$ cat src/rtl/itrt_pkg.sv
// Shared constants, codes and the digit-to-ASCII function for the radix text unit.
`timescale 1ns / 1ps
package itrt_pkg;

   localparam int DEFAULT_VALUE_WIDTH = 32;

   typedef enum logic [1:0] {
      MODE_BIN = 2'd0,
      MODE_OCT = 2'd1,
      MODE_DEC = 2'd2,
      MODE_HEX = 2'd3
   } mode_type;

   typedef enum logic [3:0] {
      ST_IDLE = 4'b0001,
      ST_CONV = 4'b0010,
      ST_SIGN = 4'b0100,
      ST_EMIT = 4'b1000
   } state_type;

   localparam logic [7:0] CHAR_ZERO    = 8'h30;
   localparam logic [7:0] CHAR_LOWER_A = 8'h61;
   localparam logic [7:0] CHAR_MINUS   = 8'h2d;
   localparam logic [3:0] DIGIT_TEN    = 4'd10;

   function automatic logic [7:0] digit_char(input logic [3:0] digit);
      logic [3:0] above_nine;
      above_nine = digit - DIGIT_TEN;
      if (digit < DIGIT_TEN) begin
         return CHAR_ZERO + {4'b0000, digit};
      end else begin
         return CHAR_LOWER_A + {4'b0000, above_nine};
      end
   endfunction

endpackage

$ cat src/rtl/itrt_if.sv
// Valid/ready channels for the request (value, mode) and response (character, last) beats.
`timescale 1ns / 1ps
interface itrt_req_if #(
   parameter int VALUE_WIDTH = itrt_pkg::DEFAULT_VALUE_WIDTH
);
   logic                          valid;
   logic                          ready;
   logic signed [VALUE_WIDTH-1:0] value;
   logic        [1:0]             mode;

   modport source (output valid, output value, output mode, input ready);
   modport sink   (input valid, input value, input mode, output ready);
endinterface

interface itrt_rsp_if;
   logic       valid;
   logic       ready;
   logic [7:0] character;
   logic       last;

   modport source (output valid, output character, output last, input ready);
   modport sink   (input valid, input character, input last, output ready);
endinterface

$ cat src/rtl/signed_integer_to_radix_text_unit.sv
// Signed integer to ASCII text in radix 2, 8, 10 or 16, one character per response beat.
// Decimal first converts the magnitude to BCD by shift-and-add-3, then walks its digit slots
// (10 slots at 32 bits); other radices go straight to their digit slots (VALUE_WIDTH,
// ceil(VALUE_WIDTH/3) or ceil(VALUE_WIDTH/4)); a negative value first sends a minus sign.
// One value at a time: a new request is taken only once the block is back in idle.
// Reset clears the state machine and the response valid; the block holds nothing else.
`timescale 1ns / 1ps
module signed_integer_to_radix_text_unit #(
   parameter int VALUE_WIDTH = itrt_pkg::DEFAULT_VALUE_WIDTH
) (
   input  logic               clock,
   input  logic               reset,
   itrt_req_if.sink           req_if,
   itrt_rsp_if.source         rsp_if
);

   localparam int W      = VALUE_WIDTH;
   localparam int NDEC   = (W * 30103) / 100000 + 1;
   localparam int WW     = 4 * NDEC;
   localparam int ND_OCT = (W + 2) / 3;
   localparam int ND_HEX = (W + 3) / 4;
   localparam int SH_BIN = WW - W;
   localparam int SH_OCT = WW - 3 * ND_OCT;
   localparam int SH_HEX = WW - 4 * ND_HEX;
   localparam int CW     = $clog2(W + 1);

   itrt_pkg::state_type state_ff, state_in;
   itrt_pkg::mode_type  mode_ff, mode_in;
   logic                neg_ff, neg_in;
   logic [W-1:0]        mag_ff, mag_in;
   logic [WW-1:0]       work_ff, work_in;
   logic [CW-1:0]       cnt_ff, cnt_in;
   logic                started_ff, started_in;
   logic                rsp_valid_ff, rsp_valid_in;
   logic [7:0]          rsp_char_ff, rsp_char_in;
   logic                rsp_last_ff, rsp_last_in;

   logic                out_free;
   logic [W-1:0]        req_mag;
   logic [WW-1:0]       req_pad;
   logic [WW-1:0]       adj;
   logic [3:0]          digit;
   logic                show;
   logic [CW-1:0]       slots;

   assign out_free      = !rsp_valid_ff || rsp_if.ready;
   assign req_if.ready  = (state_ff == itrt_pkg::ST_IDLE);
   assign rsp_if.valid  = rsp_valid_ff;
   assign rsp_if.character = rsp_char_ff;
   assign rsp_if.last   = rsp_last_ff;

   // Two's complement magnitude; the most negative value comes out as 2^(W-1) unsigned.
   assign req_mag = req_if.value[W-1] ? (~req_if.value + W'(1)) : req_if.value;
   assign req_pad = {{(WW-W){1'b0}}, req_mag};

   // Add 3 to every BCD digit of five or more before the next shift.
   always_comb begin
      for (int i = 0; i < NDEC; i++) begin
         if (work_ff[4*i +: 4] >= 4'd5) begin
            adj[4*i +: 4] = work_ff[4*i +: 4] + 4'd3;
         end else begin
            adj[4*i +: 4] = work_ff[4*i +: 4];
         end
      end
   end

   always_comb begin
      unique case (mode_ff)
         itrt_pkg::MODE_BIN: digit = {3'b000, work_ff[WW-1]};
         itrt_pkg::MODE_OCT: digit = {1'b0, work_ff[WW-1 -: 3]};
         itrt_pkg::MODE_DEC: digit = work_ff[WW-1 -: 4];
         itrt_pkg::MODE_HEX: digit = work_ff[WW-1 -: 4];
         default:            digit = work_ff[WW-1 -: 4];
      endcase
   end

   assign show = started_ff || (digit != 4'd0) || (cnt_ff == CW'(1));

   always_comb begin
      state_in     = state_ff;
      mode_in      = mode_ff;
      neg_in       = neg_ff;
      mag_in       = mag_ff;
      work_in      = work_ff;
      cnt_in       = cnt_ff;
      started_in   = started_ff;
      rsp_valid_in = rsp_valid_ff && !rsp_if.ready;
      rsp_char_in  = rsp_char_ff;
      rsp_last_in  = rsp_last_ff;
      slots        = CW'(NDEC);

      unique case (state_ff)
         itrt_pkg::ST_IDLE: begin
            if (req_if.valid) begin
               mode_in    = itrt_pkg::mode_type'(req_if.mode);
               neg_in     = req_if.value[W-1];
               mag_in     = req_mag;
               started_in = 1'b0;
               unique case (itrt_pkg::mode_type'(req_if.mode))
                  itrt_pkg::MODE_BIN: begin
                     work_in = req_pad << SH_BIN;
                     cnt_in  = CW'(W);
                  end
                  itrt_pkg::MODE_OCT: begin
                     work_in = req_pad << SH_OCT;
                     cnt_in  = CW'(ND_OCT);
                  end
                  itrt_pkg::MODE_HEX: begin
                     work_in = req_pad << SH_HEX;
                     cnt_in  = CW'(ND_HEX);
                  end
                  default: begin
                     work_in = '0;
                     cnt_in  = CW'(W);
                  end
               endcase
               if (itrt_pkg::mode_type'(req_if.mode) == itrt_pkg::MODE_DEC) begin
                  state_in = itrt_pkg::ST_CONV;
               end else if (req_if.value[W-1]) begin
                  state_in = itrt_pkg::ST_SIGN;
               end else begin
                  state_in = itrt_pkg::ST_EMIT;
               end
            end
         end
         itrt_pkg::ST_CONV: begin
            work_in = {adj[WW-2:0], mag_ff[W-1]};
            mag_in  = mag_ff << 1;
            cnt_in  = cnt_ff - CW'(1);
            if (cnt_ff == CW'(1)) begin
               cnt_in   = slots;
               state_in = neg_ff ? itrt_pkg::ST_SIGN : itrt_pkg::ST_EMIT;
            end
         end
         itrt_pkg::ST_SIGN: begin
            if (out_free) begin
               rsp_valid_in = 1'b1;
               rsp_char_in  = itrt_pkg::CHAR_MINUS;
               rsp_last_in  = 1'b0;
               state_in     = itrt_pkg::ST_EMIT;
            end
         end
         itrt_pkg::ST_EMIT: begin
            // Drop leading zeros, keep the final slot so zero still prints.
            if (out_free) begin
               if (show) begin
                  rsp_valid_in = 1'b1;
                  rsp_char_in  = itrt_pkg::digit_char(digit);
                  rsp_last_in  = (cnt_ff == CW'(1));
               end
               started_in = started_ff || show;
               unique case (mode_ff)
                  itrt_pkg::MODE_BIN: work_in = work_ff << 1;
                  itrt_pkg::MODE_OCT: work_in = work_ff << 3;
                  default:            work_in = work_ff << 4;
               endcase
               cnt_in = cnt_ff - CW'(1);
               if (cnt_ff == CW'(1)) begin
                  state_in = itrt_pkg::ST_IDLE;
               end
            end
         end
         default: state_in = itrt_pkg::ST_IDLE;
      endcase
   end

   always_ff @(posedge clock) begin
      if (reset) begin
         state_ff     <= itrt_pkg::ST_IDLE;
         rsp_valid_ff <= 1'b0;
      end else begin
         state_ff     <= state_in;
         rsp_valid_ff <= rsp_valid_in;
      end
   end

   always_ff @(posedge clock) begin
      mode_ff     <= mode_in;
      neg_ff      <= neg_in;
      mag_ff      <= mag_in;
      work_ff     <= work_in;
      cnt_ff      <= cnt_in;
      started_ff  <= started_in;
      rsp_char_ff <= rsp_char_in;
      rsp_last_ff <= rsp_last_in;
   end

endmodule
$ cat src/flat_wrapper.sv
// flat-port wrapper written by rule: the top's interface ports become plain ports
module signed_integer_to_radix_text_unit_flat 
#(
   parameter int VALUE_WIDTH = itrt_pkg::DEFAULT_VALUE_WIDTH
)
  (clock, reset, req_if_valid, req_if_value, req_if_mode, req_if_ready, rsp_if_valid, rsp_if_character, rsp_if_last, rsp_if_ready);
  itrt_req_if #(.VALUE_WIDTH(VALUE_WIDTH)) req_if_i ();
  itrt_rsp_if rsp_if_i ();
  input  logic clock;
  input  logic reset;
  input wire logic [$bits(req_if_i.valid)-1:0] req_if_valid;
  input wire logic [$bits(req_if_i.value)-1:0] req_if_value;
  input wire logic [$bits(req_if_i.mode)-1:0] req_if_mode;
  output wire logic [$bits(req_if_i.ready)-1:0] req_if_ready;
  output wire logic [$bits(rsp_if_i.valid)-1:0] rsp_if_valid;
  output wire logic [$bits(rsp_if_i.character)-1:0] rsp_if_character;
  output wire logic [$bits(rsp_if_i.last)-1:0] rsp_if_last;
  input wire logic [$bits(rsp_if_i.ready)-1:0] rsp_if_ready;
  assign req_if_i.valid = req_if_valid;
  assign req_if_i.value = req_if_value;
  assign req_if_i.mode = req_if_mode;
  assign req_if_ready = req_if_i.ready;
  assign rsp_if_valid = rsp_if_i.valid;
  assign rsp_if_character = rsp_if_i.character;
  assign rsp_if_last = rsp_if_i.last;
  assign rsp_if_i.ready = rsp_if_ready;
  signed_integer_to_radix_text_unit #(.VALUE_WIDTH(VALUE_WIDTH)) u_core (.clock(clock), .reset(reset), .req_if(req_if_i), .rsp_if(rsp_if_i));
endmodule
$ cat config.mk
export PLATFORM = sky130hd
export DESIGN_NAME = signed_integer_to_radix_text_unit_flat
export DESIGN_NICKNAME = d
export VERILOG_FILES = /design/src/rtl/itrt_pkg.sv /design/src/rtl/itrt_if.sv /design/src/rtl/signed_integer_to_radix_text_unit.sv /design/src/flat_wrapper.sv
export SDC_FILE = /design/constraint.sdc
export NUM_CORES = 1
export LEC_CHECK = 0
export BUFFER_PORTS_ARGS = -buffer_cell sky130_fd_sc_hd__buf_4
export CELL_PAD_IN_SITES_DETAIL_PLACEMENT = 0
export CELL_PAD_IN_SITES_GLOBAL_PLACEMENT = 1
export CORE_MARGIN = 3
export CORE_UTILIZATION = 47
export DETAILED_ROUTE_END_ITERATION = 16
export PLACE_DENSITY = 0.77
export SLEW_MARGIN = 10
export SYNTH_ARGS = -nofsm -noshare
export SYNTH_HDL_FRONTEND = slang
export SYNTH_SLANG_ARGS = --single-unit
$ cat constraint.sdc
create_clock -name clock -period 5.46 [get_ports clock]
set_input_delay 0.273 -clock clock [delete_from_list [all_inputs] [get_ports clock]]
set_output_delay 0.273 -clock clock [all_outputs]
set_load 0.05 [all_outputs]
==> results of run 1 <==
layout by cell type (no fill, tap or decap), types with 8 or more instances in the layout:
master / n
a21oi_1: 96
a22oi_1: 14
buf_4: 53
clkbuf_16: 9
edfxtp_1: 89
ha_1: 29
inv_1: 32
mux2i_1: 38
nand2_1: 76
nand2b_1: 15
nor2_1: 76
nor3_1: 8
nor3b_1: 10
o21ai_0: 61
o221ai_1: 30
o31ai_1: 8
xnor2_1: 13
xor2_1: 31
cell usage after synthesis, types with 4 or more instances:
library cell	instances	share of area
xor2_1	31	0.040
xnor2_1	13	0.017
nand2_1	77	0.043
nor3b_1	10	0.011
o31ai_1	8	0.0089
nand3_1	4	0.0030
a22oi_1	14	0.016
edfxtp_1	89	0.40
o41ai_1	4	0.0052
clkbuf_1	30	0.017
nand2b_1	15	0.014
or4_1	5	0.0056
a21oi_1	97	0.072
inv_1	32	0.018
ha_1	29	0.054
o21ai_0	61	0.045
o221ai_1	30	0.039
o22ai_1	7	0.0065
nor2_1	76	0.042
dfxtp_1	5	0.015
nor2b_1	4	0.0037
mux2i_1	38	0.056
buf_1	8	0.0045
nor3_1	8	0.0059
or2_2	4	0.0037
path summary, 6_finish.rpt:
kind,startpoint,end,slack [ns]
min reg2reg,u_core.mag_ff[30]$_DFFE_PP_,u_core.mag_ff[31]$_DFFE_PP_,0.53
max,u_core.mode_ff[0]$_DFFE_PP_,u_core.rsp_if.character[2]$_SDFFCE_PN1P_,2.79
min,reset,u_core.rsp_if.valid$_SDFF_PP0_,0.12
max reg2reg,u_core.mode_ff[0]$_DFFE_PP_,u_core.rsp_if.character[2]$_SDFFCE_PN1P_,2.79
power breakdown:
part	switching [W]	leakage (nW)	internal, W
logic	0.000560	1.78	0.000361
clock network	0.000288	0.133	0.000327
registers	0.000192	0.907	0.00102
layer usage:
metal,GRT usage,vias to the layer above,part of all wire
met1,0.329,2751,0.51
met5,0,-,0
li1,-,2790,-
met2,0.315,176,0.42
met3,0.0339,14,0.058
met4,0.0568,0,0.013
critical path, cell delays in order, from the launching register on:
cell and delay (ns):
edfxtp_1 0.32, buf_4 0.52, nor2b_1 0.24, a22oi_1 0.20
ha_1 0.29, and4b_1 0.20, a21oi_1 0.23, o21a_1 0.34
cell families (layout without fill, tap and decap cells):
logic type / count (synthesis) / count (layout) / share of synthesized area
adders and majority gates: 29 / 29 / 0.0538
xor gates and xnor gates: 45 / 45 / 0.0596
AOI/OAI and AO/OA: 237 / 237 / 0.215
buffers and inverters: 73 / 101 / 0.0419
and+or+nand+nor: 225 / 225 / 0.158
muxes: 40 / 40 / 0.0598
DFF: 94 / 94 / 0.411
other: 2 / 2 / 0.00111
metrics by stage:
stage / hold slack (ns) / utilization / cells / setup WS, ns
3_3_place_gp: 0.482 / 0.518 / 937 / 2.71
3_5_place_dp: 0.491 / 0.518 / 937 / 2.65
4_1_cts: 0.113 / 0.538 / 953 / 2.76
5_1_grt: 0.121 / 0.538 / 953 / 2.52
6_report: 0.122 / 0.538 / 953 / 2.79
2_1_floorplan: 0.342 / - / 745 / 0.189
registers in the layout, indices dropped and copies added, names as in the netlist:
name                     cells
u_core.work_ff              40
u_core.mag_ff               32
u_core.cnt_ff                6
u_core.rsp_if.character      6
u_core.state_ff              4
u_core.mode_ff               2
u_core.neg_ff                1
u_core.rsp_if.last           1
u_core.rsp_if.valid          1
u_core.started_ff            1
cell type report:
cell class	count	area, um^2
clock buffer	11	243
inverter	32	120
tap	180	225
sequential	94	2770
fill	1277	6430
clock inverter	5	41.3
multi-input combinational	578	3700
timing repair buffer	53	398
==> summary.md, run 1 <==
| Metric | Value |
|---|---|
| Worst skew pair latency | `0.35 ns` |
| Gr ovfl total | `0` |
| Crit. End Element | `flip-flop` |
| Req. time, crit path | `5.49 ns` |
| Final WL | `17100 um` |
| Mean Syn Cell Area | `9.05 um^2` |
| Post-route ant nets | `0` |
| Share of cells above drive strength 1 | `0.109` |
| Initial antenna violation count | `0` |
| Largest net degree at the start of global routing | `79` |
| DR vias | `5731` |
| Final Instance Area | `0.00750 mm^2` |
| Deepest clock path buffer count | `2` |
| Overall power | `0.00275 W` |
| DR pass1 iterations | `4` |
| Initial drt markers | `480` |
| Port Buffer Count | `46` |
| Number of top-level pins | `49` |
| Die Wd | `126 um` |
| Power Dens Cells | `366 mW/mm^2` |
| Synthesized flop and latch total | `94` |
| Synthesized Nets | `812` |
| Total track usage | `0.214` |
| Final worst path period need | `2.67 ns` |
| Reg clk slew, reported paths | `0.07 ns` |
| RSZ-0062 raised after global routing | `no` |
| Resized Gates After CTS | `0` |
| CP max FO | `39` |
| Final net count | `835` |
| Final setup TNS | `0 ns` |
| # DRC | `0` |
| Final setup viols | `0` |
| Post-Synthesis Cells | `745` |
| Post-synth ARST share | `0` |
| Post-synthesis sequential area ratio | `0.411` |
| Mapped Area | `0.00674 mm^2` |
| CTS Hold Buffers Added | `0` |
| Period utilization | `0.490` |
| Slew Viols, Final | `0` |
| Total CTS buffers | `9` |
| First-pass GRT wire length | `27400 um` |
| Max-Cap Viols | `0` |
| Actual slew at the worst max-slew pin | `0.983 ns` |
| Cell count of the worst reg-to-reg path | `7` |
| Routed vias/inst | `6.01` |
| EDFF count, synth | `89` |
| CP Launch Type | `flip-flop` |
| Final hold vios | `0` |
| Placer Congestion | `0.798` |
| Sink Count | `94` |
| Maximum vdd drop | `0.224 mV` |
| Synth unique cells | `54` |
| Starting Density | `0.484` |
| Hold/Removal Path Class | `input pin to flip-flop` |
| Clock Tree Root | `clkbuf_16` |
| Relative slew slack | `0.343` |
| HPWL Detailed | `11800 um` |
| Antenna Cells | `0` |
| Number of global-route vias before repair | `5343` |
| Area Growth Syn to Fin | `11.2%` |
| CTS tree | `done` |
| Critical Path AT | `2.71 ns` |
| Achievable clock frequency | `0.374 GHz` |
| Syn. warnings | `0` |
| Crit path kind | `flip-flop to flip-flop` |
| Hold Crit Depth | `2` |
| Lkg Pwr | `2.82 nW` |
| Std-Cell Core Area | `0.0139 mm^2` |
| Die H | `126 um` |
| Placed Area | `0.00722 mm^2` |
| Routed WL per cell | `17.9 um` |
| Setup Buffers After CTS | `0` |
| Clk_skew | `0.00994 ns` |
| Top FF cell, synth | `edfxtp_1` |
| Row count | `43` |
| Die ar. | `0.0158 mm^2` |
| Status | `complete, no violations` |
| # H-tree levels | `3` |
No activity file was read; power rests on OpenSTA's default activity.
==> inputs of run 2 (changes only) <==
--- a/config.mk
+++ b/config.mk
@@ -5,13 +5,14 @@
 export SDC_FILE = /design/constraint.sdc
 export NUM_CORES = 1
 export LEC_CHECK = 0
+export ABC_AREA = 1
 export BUFFER_PORTS_ARGS = -buffer_cell sky130_fd_sc_hd__buf_4
 export CELL_PAD_IN_SITES_DETAIL_PLACEMENT = 0
 export CELL_PAD_IN_SITES_GLOBAL_PLACEMENT = 1
 export CORE_MARGIN = 3
-export CORE_UTILIZATION = 47
+export CORE_UTILIZATION = 46
 export DETAILED_ROUTE_END_ITERATION = 16
-export PLACE_DENSITY = 0.77
+export PLACE_DENSITY = 0.79
 export SLEW_MARGIN = 10
 export SYNTH_ARGS = -nofsm -noshare
 export SYNTH_HDL_FRONTEND = slang
==> constraint.sdc (replaced) <==
create_clock -name clock -period 2.7 [get_ports clock]
set_input_delay 0.135 -clock clock [delete_from_list [all_inputs] [get_ports clock]]
set_output_delay 0.135 -clock clock [all_outputs]
set_load 0.05 [all_outputs]
==> summary.md, run 2 <==
| Metric | Value |
|---|---|
| CP max FO | `26` |
| DR vias | `6758` |
| Synth unique cells | `40` |
| Worst skew pair latency | `0.36 ns` |
| Synthesized flop and latch total | `94` |
| # H-tree levels | `3` |
| Top cell type's share of synthesized area | `0.371` |
| Top FF cell, synth | `edfxtp_1` |
| Clk_skew | `0.0100 ns` |
| Synthesized Nets | `1045` |
| Lkg Pwr | `3.49 nW` |
| Crit path kind | `flip-flop to flip-flop` |
| Final setup viols | `0` |
| Final net count | `1077` |
| Number of flip-flops under the largest register name | `40` |
| Mean Syn Cell Area | `7.38 um^2` |
| Sequential Area | `0.00277 mm^2` |
| Syn. warnings | `0` |
| Most frequent cells in the layout | `nand2_1 (245), inv_1 (113), edfxtp_1 (89)` |
| Period utilization | `0.804` |
| Number of top-level pins | `49` |
| Post-route ant nets | `0` |
| DR pass1 iterations | `5` |
| GRT met3 Usage | `0.0402` |
| Power Dens Cells | `872 mW/mm^2` |
| Final setup TNS | `0 ns` |
| Final worst path period need | `2.17 ns` |
| CTS tree | `done` |
| Resized Gates After CTS | `0` |
| Share of cells above drive strength 1 | `0.110` |
| Actual slew at the worst max-slew pin | `0.694 ns` |
| Total track usage | `0.243` |
| Crit. End Element | `flip-flop` |
| Mapped Area | `0.00721 mm^2` |
| Critical Path AT | `2.26 ns` |
| RSZ-0062 raised after global routing | `no` |
| Reg clk slew, reported paths | `0.07 ns` |
| Achievable clock frequency | `0.460 GHz` |
| Post-synth top cells | `nand2_1 (245), inv_1 (113), edfxtp_1 (89)` |
| Max-Cap Viols | `0` |
| Die Wd | `131 um` |
| Yosys top cell by area | `edfxtp_1` |
| Req. time, crit path | `2.79 ns` |
| Initial antenna violation count | `0` |
| Slew Viols, Final | `0` |
| Top post-synthesis cells by area | `edfxtp_1 (37%), nand2_1 (13%), inv_1 (5.9%)` |
| GR peak layer | `met1` |
| Final worst slack | `0.528 ns` |
| Fillcell total | `1547` |
| Post-Place Worst Slack | `0.567 ns` |
| EDFF count, synth | `89` |
| Maximum vdd drop | `0.365 mV` |
| Final Core Density | `0.527` |
| Status | `complete, no violations` |
| Initial drt markers | `657` |
| Biggest regs | `u_core.work_ff x40, u_core.mag_ff x32` |
| Gr ovfl total | `0` |
| GR Util met2 | `0.345` |
| Starting Density | `0.473` |
| Die H | `131 um` |
| Routed vias/inst | `5.51` |
| Most common cell after layout, fill and taps aside | `nand2_1` |
| Port Buffer Count | `46` |
| Final WL | `20500 um` |
| Worst-path cell chain | `inv_4, nand2_4, o22ai_1, inv_1, ha_1, or2_2, nand3_1, o211ai_1` |
| Overall power | `0.00701 W` |
| # DRC | `0` |
| CP Launch Type | `flip-flop` |
| Multi-input gate area | `0.00379 mm^2` |
| Deepest clock path buffer count | `2` |
| Reg with most FFs | `u_core.work_ff` |
| Std-Cell Core Area | `0.0153 mm^2` |
| Die ar. | `0.0172 mm^2` |
| CP max-delay cell | `edfxtp_1` |
| Total CTS buffers | `9` |
| Routed WL per cell | `16.7 um` |
| First-pass GRT wire length | `33700 um` |
| Post-synthesis sequential area ratio | `0.384` |
| Clock Tree Root | `clkbuf_16` |
| Setup Buffers After CTS | `0` |
| Placer Congestion | `0.860` |
| Crit-path max cell delay | `0.43 ns` |
| Row count | `45` |
| HPWL Detailed | `15300 um` |
| Post-synth ARST share | `0` |
| Area Growth Syn to Fin | `11.5%` |
| Final hold vios | `0` |
| Number of global-route vias before repair | `6417` |
| Post-Synthesis Cells | `978` |
| Met1 Resource Use GR | `0.381` |
| Hold/Removal Path Class | `input pin to flip-flop` |
| Relative slew slack | `0.533` |
| Antenna Cells | `0` |
| Largest net degree at the start of global routing | `46` |
| Count leader, synth | `nand2_1` |
| Sink Count | `94` |
==> run 2: cell count changes after synthesis, moves of 21 or more <==
cell,change
o22ai_1,+26
o221ai_1,-21
a21oi_1,-41
inv_1,+81
clkbuf_1,-25
nand3_1,+74
mux2i_1,-38
buf_2,+22
nand2_1,+168
==> run 2: through the flow <==
step                area [um^2]  cells  hold slack, ns
finish                     8040   1226          0.0107
global route               8040   1226         0.00620
CTS                        8030   1225        0.000235
detailed placement         7730   1208           0.321
global placement           7730   1208           0.321
floorplan                  7230    978           0.204
==> run 2: layout make-up <==
cell class,instances,share of cell area
well taps,211,0.0328
repair buffers,59,0.0572
clock buffers,10,0.0297
multi-input cells,724,0.472
clock inverters,6,0.00669
inverters,122,0.0572
flip-flops and latches,94,0.345
==> run 2: final timing paths <==
kind / startpoint / endpoint / slack, ns / cells past startpoint
max: u_core.mode_ff[1]$_DFFE_PP_ / u_core.rsp_if.character[2]$_SDFFCE_PN1P_ / 0.53 / 8
min: req_if_mode[0] / u_core.mode_ff[0]$_DFFE_PP_ / 0.01 / 1
max reg2reg: u_core.mode_ff[1]$_DFFE_PP_ / u_core.rsp_if.character[2]$_SDFFCE_PN1P_ / 0.53 / 8
min reg2reg: u_core.state_ff[3]$_SDFFE_PP0P_ / u_core.state_ff[3]$_SDFFE_PP0P_ / 0.52 / 2
==> run 2: what timing repair did <==
action | 4_1_cts | 5_1_grt
hold buffers | 1 | 1
hold endpoints to repair | 2 | 1
endpoints found under the setup margin | 0 | 0
==> run 2: where the power goes <==
part / leakage, nW / switching [W] / total, W / internal [W]
Clock: 0.142 / 0.000606 / 0.00127 / 0.000667
Combinational: 2.44 / 0.00193 / 0.00284 / 0.000917
Sequential: 0.901 / 0.000541 / 0.00290 / 0.00236
Total: 3.49 / 0.00307 / 0.00701 / 0.00394
==> run 2: critical path, delay by kind of cell (launching register included) <==
family	cells	cell delay, ns
AND/OR/NAND/NOR	3	0.49
flip-flops	1	0.43
adder cells (fa/ha/maj)	1	0.31
buffers and inverters	2	0.39
AO/OA/AOI/OAI	2	0.29
==> run 2: kinds of logic after synthesis <==
group | Yosys count | synth area share
compound gates | 216 | 0.171
xor+xnor | 19 | 0.0241
fa+ha+maj | 29 | 0.0503
buf+inv | 160 | 0.0923
flops | 94 | 0.384
other cells | 2 | 0.00104
simple gates | 458 | 0.277
==> run 2: routing by layer <==
layer	vias to the layer above	part of all wire
met4	0	0.013
met5	-	0
met1	3125	0.51
li1	3393	-
met2	221	0.42
met3	19	0.060
==> inputs of run 3 (changes only) <==
==> constraint.sdc (replaced) <==
create_clock -name clock -period 2.27 [get_ports clock]
set_input_delay 0.1135 -clock clock [delete_from_list [all_inputs] [get_ports clock]]
set_output_delay 0.1135 -clock clock [all_outputs]
set_load 0.05 [all_outputs]
==> summary.md, run 3 (same netlist as run 2, synthesis figures left out) <==
| Metric | Value |
|---|---|
| Starting Density | `0.473` |
| Initial antenna violation count | `0` |
| Worst r2r src | `u_core.mode_ff[1]$_DFFE_PP_` |
| CP Launch Type | `flip-flop` |
| Req. time, crit path | `2.37 ns` |
| Clock Tree Root | `clkbuf_16` |
| Slew Viols, Final | `0` |
| Final net count | `1087` |
| Area Growth Syn to Fin | `13.4%` |
| Total CTS buffers | `9` |
| CP max FO | `16` |
| Die H | `131 um` |
| # H-tree levels | `3` |
| Fillcell total | `1540` |
| WHS Endpoint | `u_core.work_ff[8]$_DFFE_PP_` |
| Share of cells above drive strength 1 | `0.128` |
| Switching power total | `0.00371 W` |
| Maximum vdd drop | `0.456 mV` |
| Final setup TNS | `0 ns` |
| Clk pwr share | `0.173` |
| Status | `complete, no violations` |
| Most frequent cells in the layout | `nand2_1 (244), inv_1 (110), edfxtp_1 (89)` |
| Reg clk slew, reported paths | `0.07 ns` |
| Hold/Removal Path Class | `input pin to flip-flop` |
| Critical Path AT | `2.06 ns` |
| # DRC | `0` |
| RSZ-0062 raised after global routing | `no` |
| Routed WL per cell | `16.6 um` |
| DR pass1 iterations | `5` |
| Initial drt markers | `531` |
| Die ar. | `0.0172 mm^2` |
| Critical path's most frequent cell | `inv_1` |
| Final worst path period need | `1.96 ns` |
| Max-Cap Viols | `0` |
| Power Dens Cells | `1040 mW/mm^2` |
| Die Wd | `131 um` |
| Placed Instances | `1217` |
| HPWL Detailed | `15400 um` |
| Std-Cell Core Area | `0.0153 mm^2` |
| Actual slew at the worst max-slew pin | `0.810 ns` |
| Sink Count | `94` |
| Power share of the combinational group | `0.421` |
| Largest net degree at the start of global routing | `47` |
| Number of flip-flops under the largest register name | `40` |
| Clk_skew | `0.0104 ns` |
| Row count | `45` |
| Post-route ant nets | `0` |
| First-pass GRT wire length | `32900 um` |
| Final hold vios | `0` |
| Final setup viols | `0` |
| Final std cells w/o fill | `1236` |
| Crit. End Element | `flip-flop` |
| Lkg Pwr | `3.55 nW` |
| Placer Congestion | `0.900` |
| Register-to-Register Setup Slack | `0.31 ns` |
| Worst skew pair latency | `0.36 ns` |
| Relative slew slack | `0.454` |
| DR vias | `6799` |
| Deepest clock path buffer count | `2` |
| Final WL | `20600 um` |
| Antenna Cells | `0` |
| Cell count of the worst reg-to-reg path | `10` |
| Crit path kind | `flip-flop to flip-flop` |
| Reg with most FFs | `u_core.work_ff` |
| Total track usage | `0.236` |
| Gr ovfl total | `0` |
| Final Hold Slack | `0.158 ns` |
| Biggest regs | `u_core.work_ff x40, u_core.mag_ff x32` |
| Hold Crit Depth | `3` |
| Cell Int Power | `0.00479 W` |
| Flop pwr share | `0.406` |
| Crit-path max cell delay | `0.39 ns` |
| Number of top-level pins | `49` |
| R2R Path End | `u_core.rsp_if.character[2]$_SDFFCE_PN1P_` |
| Routed vias/inst | `5.50` |
| Final Core Density | `0.536` |
| Period utilization | `0.865` |
| Worst-path cell chain | `buf_4, nor2_4, nand2_1, o221ai_1, inv_1, ha_1, inv_1, or2_2, nand3_1, o211ai_1` |
| Switching Share | `0.436` |
| CTS tree | `done` |
| Most common cell after layout, fill and taps aside | `nand2_1` |
| Number of global-route vias before repair | `6228` |
| Achievable clock frequency | `0.509 GHz` |
| Hold Path Origin | `req_if_value[0]` |
| CP max-delay cell | `edfxtp_1` |
| Port Buffer Count | `46` |
==> run 3: cell count changes in the layout (fill, tap and decap cells not counted), sizes merged <==
cell         change
buf              +9
clkbuf           -1
clkinvlp         +1
dlygate4sd3      +1
==> run 3: power by group through the flow <==
stage	combinational [W]	clock, W	sequential, W
final	0.00358	0.00147	0.00345
after global placement	0.00354	0	0.00346
after floorplan	0.00251	0	0.00333
after CTS	0.00356	0.00149	0.00343
after global routing	0.00406	0.00155	0.00353
after detailed placement	0.00355	0	0.00347
==> run 3: final cells by class <==
class	count	area, um^2	share of cell area
clock inverters	7	57.6	0.00703
clock buffers	9	225	0.0275
repair buffers	69	588	0.0719
well taps	211	264	0.0323
multi-input cells	724	3810	0.465
flip-flops and latches	94	2780	0.340
inverters	122	460	0.0563
==> run 3: how the worst max path moves through the flow <==
stage | slack, ns | cells after the start | end | from
floorplan | -0.16 | 6 | u_core.cnt_ff[0]$_DFFE_PP_ | u_core.state_ff[3]$_SDFFE_PP0P_
CTS | 0.31 | 8 | u_core.rsp_if.character[2]$_SDFFCE_PN1P_ | u_core.mode_ff[1]$_DFFE_PP_
detailed placement | 0.31 | 8 | u_core.rsp_if.character[2]$_SDFFCE_PN1P_ | u_core.mode_ff[1]$_DFFE_PP_
finish | 0.31 | 10 | u_core.rsp_if.character[2]$_SDFFCE_PN1P_ | u_core.mode_ff[1]$_DFFE_PP_
global placement | 0.33 | 8 | u_core.rsp_if.character[2]$_SDFFCE_PN1P_ | u_core.mode_ff[1]$_DFFE_PP_
global route | 0.13 | 9 | u_core.rsp_if.character[1]$_SDFFCE_PN0P_ | u_core.mode_ff[1]$_DFFE_PP_
==> run 3: worst max-delay path: cells and delay by family, from the launching register on <==
| kind | cells | cell delay (ns) |
|---|---|---|
| compound gates | 2 | 0.23 |
| simple gates | 4 | 0.50 |
| flops | 1 | 0.39 |
| buf+inv | 3 | 0.44 |
| fa+ha+maj | 1 | 0.14 |
==> run 3: routing by layer <==
layer  up-vias  GRT usage  share of wire
met5         -          0              0
met2       229      0.352           0.43
met1      3134      0.353           0.49
met4         0     0.0642          0.015
met3        24     0.0421          0.066
li1       3412          -              -
==> run 3: what timing repair did <==
| item | CTS | global route |
|---|---|---|
| gates resized for setup | 0 | 0 |
| buffers inserted | 0 | 0 |
| hold buffers | 3 | 0 |
| hold endpoints to repair | 4 | 0 |
==> run 3: metrics by stage <==
step                setup slack (ns)  power (W)  instance area [um^2]
floorplan                     -0.162    0.00585                  7260
global placement               0.329    0.00700                  7870
detailed placement             0.311    0.00701                  7870
CTS                            0.307    0.00849                  8180
global route                   0.126    0.00914                  8180
finish                         0.307    0.00850                  8180
